<file path="config.mk">
export PLATFORM = sky130hd
export DESIGN_NAME = murmur2_hash32_unit_flat
export DESIGN_NICKNAME = d
export VERILOG_FILES = /design/src/hdl/mm2h_pkg.sv /design/src/hdl/mm2h_ifs.sv /design/src/hdl/murmur2_hash32_unit.sv /design/src/flat_wrapper.sv
export SDC_FILE = /design/constraint.sdc
export NUM_CORES = 1
export LEC_CHECK = 0
export BUFFER_PORTS_ARGS = -buffer_cell sky130_fd_sc_hd__buf_4
export CORE_MARGIN = 2
export CORE_UTILIZATION = 57
export DETAILED_ROUTE_END_ITERATION = 16
export GPL_ROUTABILITY_DRIVEN = 0
export PLACE_DENSITY = 0.79
export SLEW_MARGIN = 20
export SYNTH_ARGS = -nofsm -noshare
export SYNTH_HDL_FRONTEND = slang
export SYNTH_SLANG_ARGS = --single-unit
</file>
<file path="constraint.sdc">
create_clock -name clk -period 7.6 [get_ports clk]
set_input_delay 0.38 -clock clk [delete_from_list [all_inputs] [get_ports clk]]
set_output_delay 0.38 -clock clk [all_outputs]
set_load 0.01 [all_outputs]
</file>
<file path="src/hdl/mm2h_pkg.sv">
package mm2h_pkg;

	typedef logic [31:0] word_t;
	typedef logic [2:0]  count_t;

	localparam word_t       MIX_MUL     = 32'h5bd1e995;
	localparam int unsigned WORD_SHIFT  = 24;
	localparam int unsigned FIN_SHIFT_A = 13;
	localparam int unsigned FIN_SHIFT_B = 15;

	// Keeps the valid bytes of a short tail; only counts 1 to 3 reach here.
	function automatic word_t tail_mask(input count_t n);
		word_t m;
		begin
			case (n)
				3'd1:    m = 32'h0000_00ff;
				3'd2:    m = 32'h0000_ffff;
				default: m = 32'h00ff_ffff;
			endcase
			return m;
		end
	endfunction

	// Only the low 32 bits of the product are kept.
	function automatic word_t mul_m(input word_t a);
		begin
			return a * MIX_MUL;
		end
	endfunction

endpackage

</file>
<file path="src/hdl/mm2h_ifs.sv">
interface mm2h_in_if;
	logic              valid;
	logic              ready;
	mm2h_pkg::word_t   data_word;
	mm2h_pkg::count_t  byte_count;
	logic              first;
	logic              last;
	mm2h_pkg::word_t   message_length;

	modport source (output valid, output data_word, output byte_count, output first,
		output last, output message_length, input ready);
	modport sink (input valid, input data_word, input byte_count, input first,
		input last, input message_length, output ready);
endinterface

interface mm2h_out_if;
	logic            valid;
	logic            ready;
	mm2h_pkg::word_t hash;

	modport source (output valid, output hash, input ready);
	modport sink (input valid, input hash, output ready);
endinterface

</file>
<file path="src/hdl/murmur2_hash32_unit.sv">
// Channel   Direction  Payload
// msg       in         data_word[31:0], byte_count[2:0], first, last, message_length[31:0]
// result    out        hash[31:0]
// cfg       in         cfg_we, cfg_wdata[31:0] (seed)
//
// A full word takes the accept step and three passes through the one
// 32x32 multiplier by the constant, which is the single arithmetic unit here.
// A short tail takes the accept step and one pass, an empty item only the accept step;
// a last item adds the final mix and output step. Reset zeroes the seed and running hash.
// A finished hash waits in the output register, and the next transaction is
// taken meanwhile; only a second hash stalls until the first is taken.
module murmur2_hash32_unit (
	input  logic                clk,
	input  logic                arst_n,
	input  logic                cfg_we,
	input  mm2h_pkg::word_t     cfg_wdata,
	mm2h_in_if.sink             msg,
	mm2h_out_if.source          result
);

	localparam logic [2:0] S_IDLE = 3'd0;
	localparam logic [2:0] S_K1   = 3'd1;
	localparam logic [2:0] S_K2   = 3'd2;
	localparam logic [2:0] S_HM   = 3'd3;
	localparam logic [2:0] S_TAIL = 3'd4;
	localparam logic [2:0] S_FIN  = 3'd5;
	localparam logic [2:0] S_OUT  = 3'd6;

	logic [2:0]      state_q;
	mm2h_pkg::word_t seed_q;
	mm2h_pkg::word_t h_q;
	mm2h_pkg::word_t k_q;
	logic            last_q;
	logic            res_valid_q;
	mm2h_pkg::word_t res_hash_q;

	mm2h_pkg::word_t mul_a;
	mm2h_pkg::word_t mul_p;
	mm2h_pkg::word_t h_init;
	logic            accept;

	assign msg.ready    = (state_q == S_IDLE);
	assign accept       = msg.valid && msg.ready;
	assign result.valid = res_valid_q;
	assign result.hash  = res_hash_q;

	assign h_init = msg.first ? (seed_q ^ msg.message_length) : h_q;

	// Operand select for the shared multiplier.
	always_comb begin
		case (state_q)
			S_K1:    mul_a = k_q;
			S_K2:    mul_a = k_q ^ (k_q >> mm2h_pkg::WORD_SHIFT);
			S_HM:    mul_a = h_q;
			S_TAIL:  mul_a = h_q;
			S_FIN:   mul_a = h_q ^ (h_q >> mm2h_pkg::FIN_SHIFT_A);
			default: mul_a = k_q;
		endcase
	end

	assign mul_p = mm2h_pkg::mul_m(mul_a);

	always_ff @(posedge clk or negedge arst_n) begin
		if (!arst_n) begin
			seed_q <= '0;
		end else if (cfg_we) begin
			seed_q <= cfg_wdata;
		end
	end

	always_ff @(posedge clk or negedge arst_n) begin
		if (!arst_n) begin
			state_q     <= S_IDLE;
			h_q         <= '0;
			last_q      <= 1'b0;
			res_valid_q <= 1'b0;
		end else begin
			if (state_q == S_OUT && (!res_valid_q || result.ready)) begin
				res_valid_q <= 1'b1;
			end else if (res_valid_q && result.ready) begin
				res_valid_q <= 1'b0;
			end
			case (state_q)
				S_IDLE: begin
					if (accept) begin
						last_q <= msg.last;
						if (msg.byte_count[2]) begin
							h_q     <= h_init;
							state_q <= S_K1;
						end else if (msg.byte_count != 3'd0) begin
							h_q     <= h_init ^ (msg.data_word &
								mm2h_pkg::tail_mask(msg.byte_count));
							state_q <= S_TAIL;
						end else begin
							h_q     <= h_init;
							state_q <= msg.last ? S_FIN : S_IDLE;
						end
					end
				end
				S_K1: begin
					state_q <= S_K2;
				end
				S_K2: begin
					state_q <= S_HM;
				end
				S_HM: begin
					h_q     <= mul_p ^ k_q;
					state_q <= last_q ? S_FIN : S_IDLE;
				end
				S_TAIL: begin
					h_q     <= mul_p;
					state_q <= last_q ? S_FIN : S_IDLE;
				end
				S_FIN: begin
					state_q <= S_OUT;
				end
				S_OUT: begin
					if (!res_valid_q || result.ready) begin
						state_q <= S_IDLE;
					end
				end
				default: begin
					state_q <= S_IDLE;
				end
			endcase
		end
	end

	// The word scratch register also holds the final mix so that h_q keeps
	// the running hash from before it.
	always_ff @(posedge clk) begin
		if (state_q == S_IDLE && accept) begin
			k_q <= msg.data_word;
		end else if (state_q == S_K1 || state_q == S_K2 || state_q == S_FIN) begin
			k_q <= mul_p;
		end
		if (state_q == S_OUT && (!res_valid_q || result.ready)) begin
			res_hash_q <= k_q ^ (k_q >> mm2h_pkg::FIN_SHIFT_B);
		end
	end

	a_full_word_starts: assert property (@(posedge clk) disable iff (!arst_n)
		(accept && msg.byte_count[2]) |=> (state_q == S_K1))
		else $error("full word did not start the multiply sequence");

	a_result_from_out: assert property (@(posedge clk) disable iff (!arst_n)
		$rose(res_valid_q) |-> ($past(state_q) == S_OUT))
		else $error("result raised outside the output step");

	a_empty_not_last: assert property (@(posedge clk) disable iff (!arst_n)
		(accept && msg.byte_count == 3'd0 && !msg.last) |=> (state_q == S_IDLE))
		else $error("empty item did not return to idle");

	a_fin_after_last: assert property (@(posedge clk) disable iff (!arst_n)
		(state_q == S_HM && last_q) |=> (state_q == S_FIN))
		else $error("last word skipped the final mix");

endmodule
</file>
<file path="src/flat_wrapper.sv">
// flat-port wrapper written by rule: the top's interface ports become plain ports
module murmur2_hash32_unit_flat 
  (clk, arst_n, cfg_we, cfg_wdata, msg_valid, msg_data_word, msg_byte_count, msg_first, msg_last, msg_message_length, msg_ready, result_valid, result_hash, result_ready);
  mm2h_in_if msg_i ();
  mm2h_out_if result_i ();
  input  logic clk;
  input  logic arst_n;
  input  logic cfg_we;
  input  mm2h_pkg::word_t cfg_wdata;
  input wire logic [$bits(msg_i.valid)-1:0] msg_valid;
  input wire logic [$bits(msg_i.data_word)-1:0] msg_data_word;
  input wire logic [$bits(msg_i.byte_count)-1:0] msg_byte_count;
  input wire logic [$bits(msg_i.first)-1:0] msg_first;
  input wire logic [$bits(msg_i.last)-1:0] msg_last;
  input wire logic [$bits(msg_i.message_length)-1:0] msg_message_length;
  output wire logic [$bits(msg_i.ready)-1:0] msg_ready;
  output wire logic [$bits(result_i.valid)-1:0] result_valid;
  output wire logic [$bits(result_i.hash)-1:0] result_hash;
  input wire logic [$bits(result_i.ready)-1:0] result_ready;
  assign msg_i.valid = msg_valid;
  assign msg_i.data_word = msg_data_word;
  assign msg_i.byte_count = msg_byte_count;
  assign msg_i.first = msg_first;
  assign msg_i.last = msg_last;
  assign msg_i.message_length = msg_message_length;
  assign msg_ready = msg_i.ready;
  assign result_valid = result_i.valid;
  assign result_hash = result_i.hash;
  assign result_i.ready = result_ready;
  murmur2_hash32_unit u_core (.clk(clk), .arst_n(arst_n), .cfg_we(cfg_we), .cfg_wdata(cfg_wdata), .msg(msg_i), .result(result_i));
endmodule
</file>
==> flow_summary.toml <==
[critical_path]
crit_type = "reg2reg"
crit_required_ns = 7.92
r2r_cells = 32
cp.arrival_ns = 8.14
crit_path_end_kind = "flop"
worst_setup_path_start_kind = "flop"
cp_slowest_cell = "fa_1"
critical-path-max-stage-delay_ns = 0.52
r2r_start = "u_core.state_q[2]$_DFFE_PN0P_"
critPathMaxFanout = 15
path_common_cell = "fa_1"
reg2reg_to = "u_core.h_q[31]$_DFFE_PN0P_"
r2r_slack_ns = -0.22

[status]
status = "finished, violations left"
violations = "negative setup slack"

[clock_tree]
numCtsBuffers = 17
cts_tree = "done"
cts_max_level = 4
root_buffer = "clkbuf_16"
clock_sinks = 133
clock_latency_ns = 0.44
clock_path_buffers = 2
clk_pin_slew_ns = 0.06
cts_hold_buf = 0

[min_path]
hp-class = "in2async"

[global_routing]
grt_use_total = 0.336
grt_max_degree = 70
gr-total-overflow = 0
antenna_found_initial = 1
grt_pass1_vias = 14700
grt_pass1_wl_um = 79600

[routing]
routed_wl_um = 53000
viasPerCell = 6.03
drcViolationCount = 0
met1Wirelength_um = 19500
drtAntennaViolNets = 0
wl_per_cell_um = 21.8
dr.first_iter.drc_count = 1795
top_layer = "met5"
wl_met2_um = 24600
wl_met3_um = 5800
dr.pass1.iters = 9
vias = 14700

[timing]
relSlewSlack = 0.254
skew_ns = 0.00897
setup_viol = 10
period_minus_slack_ns = 7.82
hold_violations = 0
layout_setup_ws_ns = -0.224
fin_crit_sh = 1.03
drv_slew = 0
worst_slew_pin_slew_ns = 1.11
rsz0062_at_grt = "true"
fmax_mhz = 128

[die]
core_area_um2 = 29500
die_area_um2 = 31100
rows = 63
initial_core_util = 0.574
die_x_um = 176
die_height_um = 176
ioPinCount = 140

[synth]
synth_edf_count = 64
synthCells = 1783
avgSynthCellArea_um2 = 9.50
synthTopCellsByArea = "fa_1 (21%), ha_1 (16%), edfxtp_1 (11%), dfrtp_1 (10%), inv_1 (7.9%)"
synth_area_leader_cell = "fa_1"
yosys.area.top_type_share = 0.212
netlist_area_um2 = 16900
async_reset_ff_frac = 0.519
synth_cell_types = 75
ys_seq_area_frac = 0.215
synth-seq-cells = 133
synthesis.nets = 2283
ys_warn_count = 0
ys.flop_type = "dfrtp_1"

[finish]
utilization = 0.698
synthToLayoutAreaGrowth_pct = 21.5
fillers = 2057
layout_commonest_cell = "inv_1"
layout_common_cells = "inv_1 (341), buf_4 (275), ha_1 (203)"
drive_gt1_frac = 0.230
nets = 2530
antenna_cells = 0

[placement]
io_buffers = 139
hpwl_um = 40900

[run]
max-cap-violations = 0
metal layers:
| metal | global-route usage | up-vias |
|---|---|---|
| li1 | - | 6345 |
| met1 | 0.439 | 7104 |
| met3 | 0.0618 | 254 |
| met4 | 0.156 | 2 |
| met5 | 0 | - |
| met2 | 0.545 | 974 |
worst max-delay path by stage:
stage                                       to                          start  depth (start not counted)
CTS                 u_core.h_q[31]$_DFFE_PN0P_  u_core.state_q[2]$_DFFE_PN0P_                         28
floorplan           u_core.h_q[31]$_DFFE_PN0P_  u_core.state_q[0]$_DFFE_PN0P_                         31
global route        u_core.h_q[31]$_DFFE_PN0P_  u_core.state_q[2]$_DFFE_PN0P_                         37
finish              u_core.h_q[31]$_DFFE_PN0P_  u_core.state_q[2]$_DFFE_PN0P_                         32
global placement    u_core.h_q[31]$_DFFE_PN0P_  u_core.state_q[1]$_DFFE_PN0P_                         30
detailed placement  u_core.h_q[31]$_DFFE_PN0P_  u_core.state_q[1]$_DFFE_PN0P_                         30
final cells by class:
cell class              count  area [um2]  share of cell area
clock buffers              18         439              0.0214
repair buffers            290        2290               0.111
inverters                 355        1340              0.0652
well taps                 390         488              0.0237
flip-flops and latches    133        3650               0.177
multi-input cells        1233       12200               0.592
clock inverters            14         188             0.00913
worst max-delay path: cells and delay by family, from the launching register on:
kind	cells	cell delay [ns]
AND/OR/NAND/NOR	3	0.46
buffers and inverters	10	1.11
flip-flops	1	0.47
AO/OA/AOI/OAI	10	1.94
adder cells (fa/ha/maj)	9	3.71
repair_timing:
action | 4_1_cts | 5_1_grt
setup buffers | 8 | 19
gates resized for setup | 26 | 87
pin swaps | 12 | 73
setup endpoints to repair | 18 | 25
cloned | 0 | 1
cells by family after synthesis:
group / count (synthesis) / synth area share
AOI/OAI and AO/OA: 315 / 0.119
xor gates and xnor gates: 148 / 0.0817
adders and majority gates: 394 / 0.370
buffers and inverters: 417 / 0.0947
DFF: 133 / 0.215
muxes: 51 / 0.0337
and+or+nand+nor: 325 / 0.0847
through the flow:
step           setup WS [ns]  hold WS [ns]  std cells  cell area (um2)  setup TNS, ns
2_1_floorplan        0.00170        0.0844       1783            17000              0
3_3_place_gp         -0.0210         0.509       2375            19300        -0.0410
3_5_place_dp          -0.276         0.518       2375            19300          -2.14
4_1_cts             -0.00955         0.143       2415            20000       -0.00955
5_1_grt               -0.396         0.169       2433            20600          -3.86
6_report              -0.224         0.117       2433            20600          -1.04
registers in the layout, summed over array words and instances (netlist names):
name and cells:
u_core.h_q 32, u_core.k_q 32, u_core.last_q 1, u_core.result.hash 32
u_core.result.valid 1, u_core.seed_q 32, u_core.state_q 3
cell usage after synthesis, types with 17 or more instances:
cell      count
a32oi_1      19
xor2_1       44
nand2_1     135
xnor2_1      97
nand3_1      17
o21ai_0      87
dfrtp_1      69
a21oi_1      79
ha_1        215
nand2b_1     22
edfxtp_1     64
nor2_1      103
clkbuf_1     47
a31oi_1      24
mux2_2       45
inv_1       355
fa_1        179
Power is not shown: default switching activity piles up to over one toggle a cycle in this logic, so the estimate is an artifact.
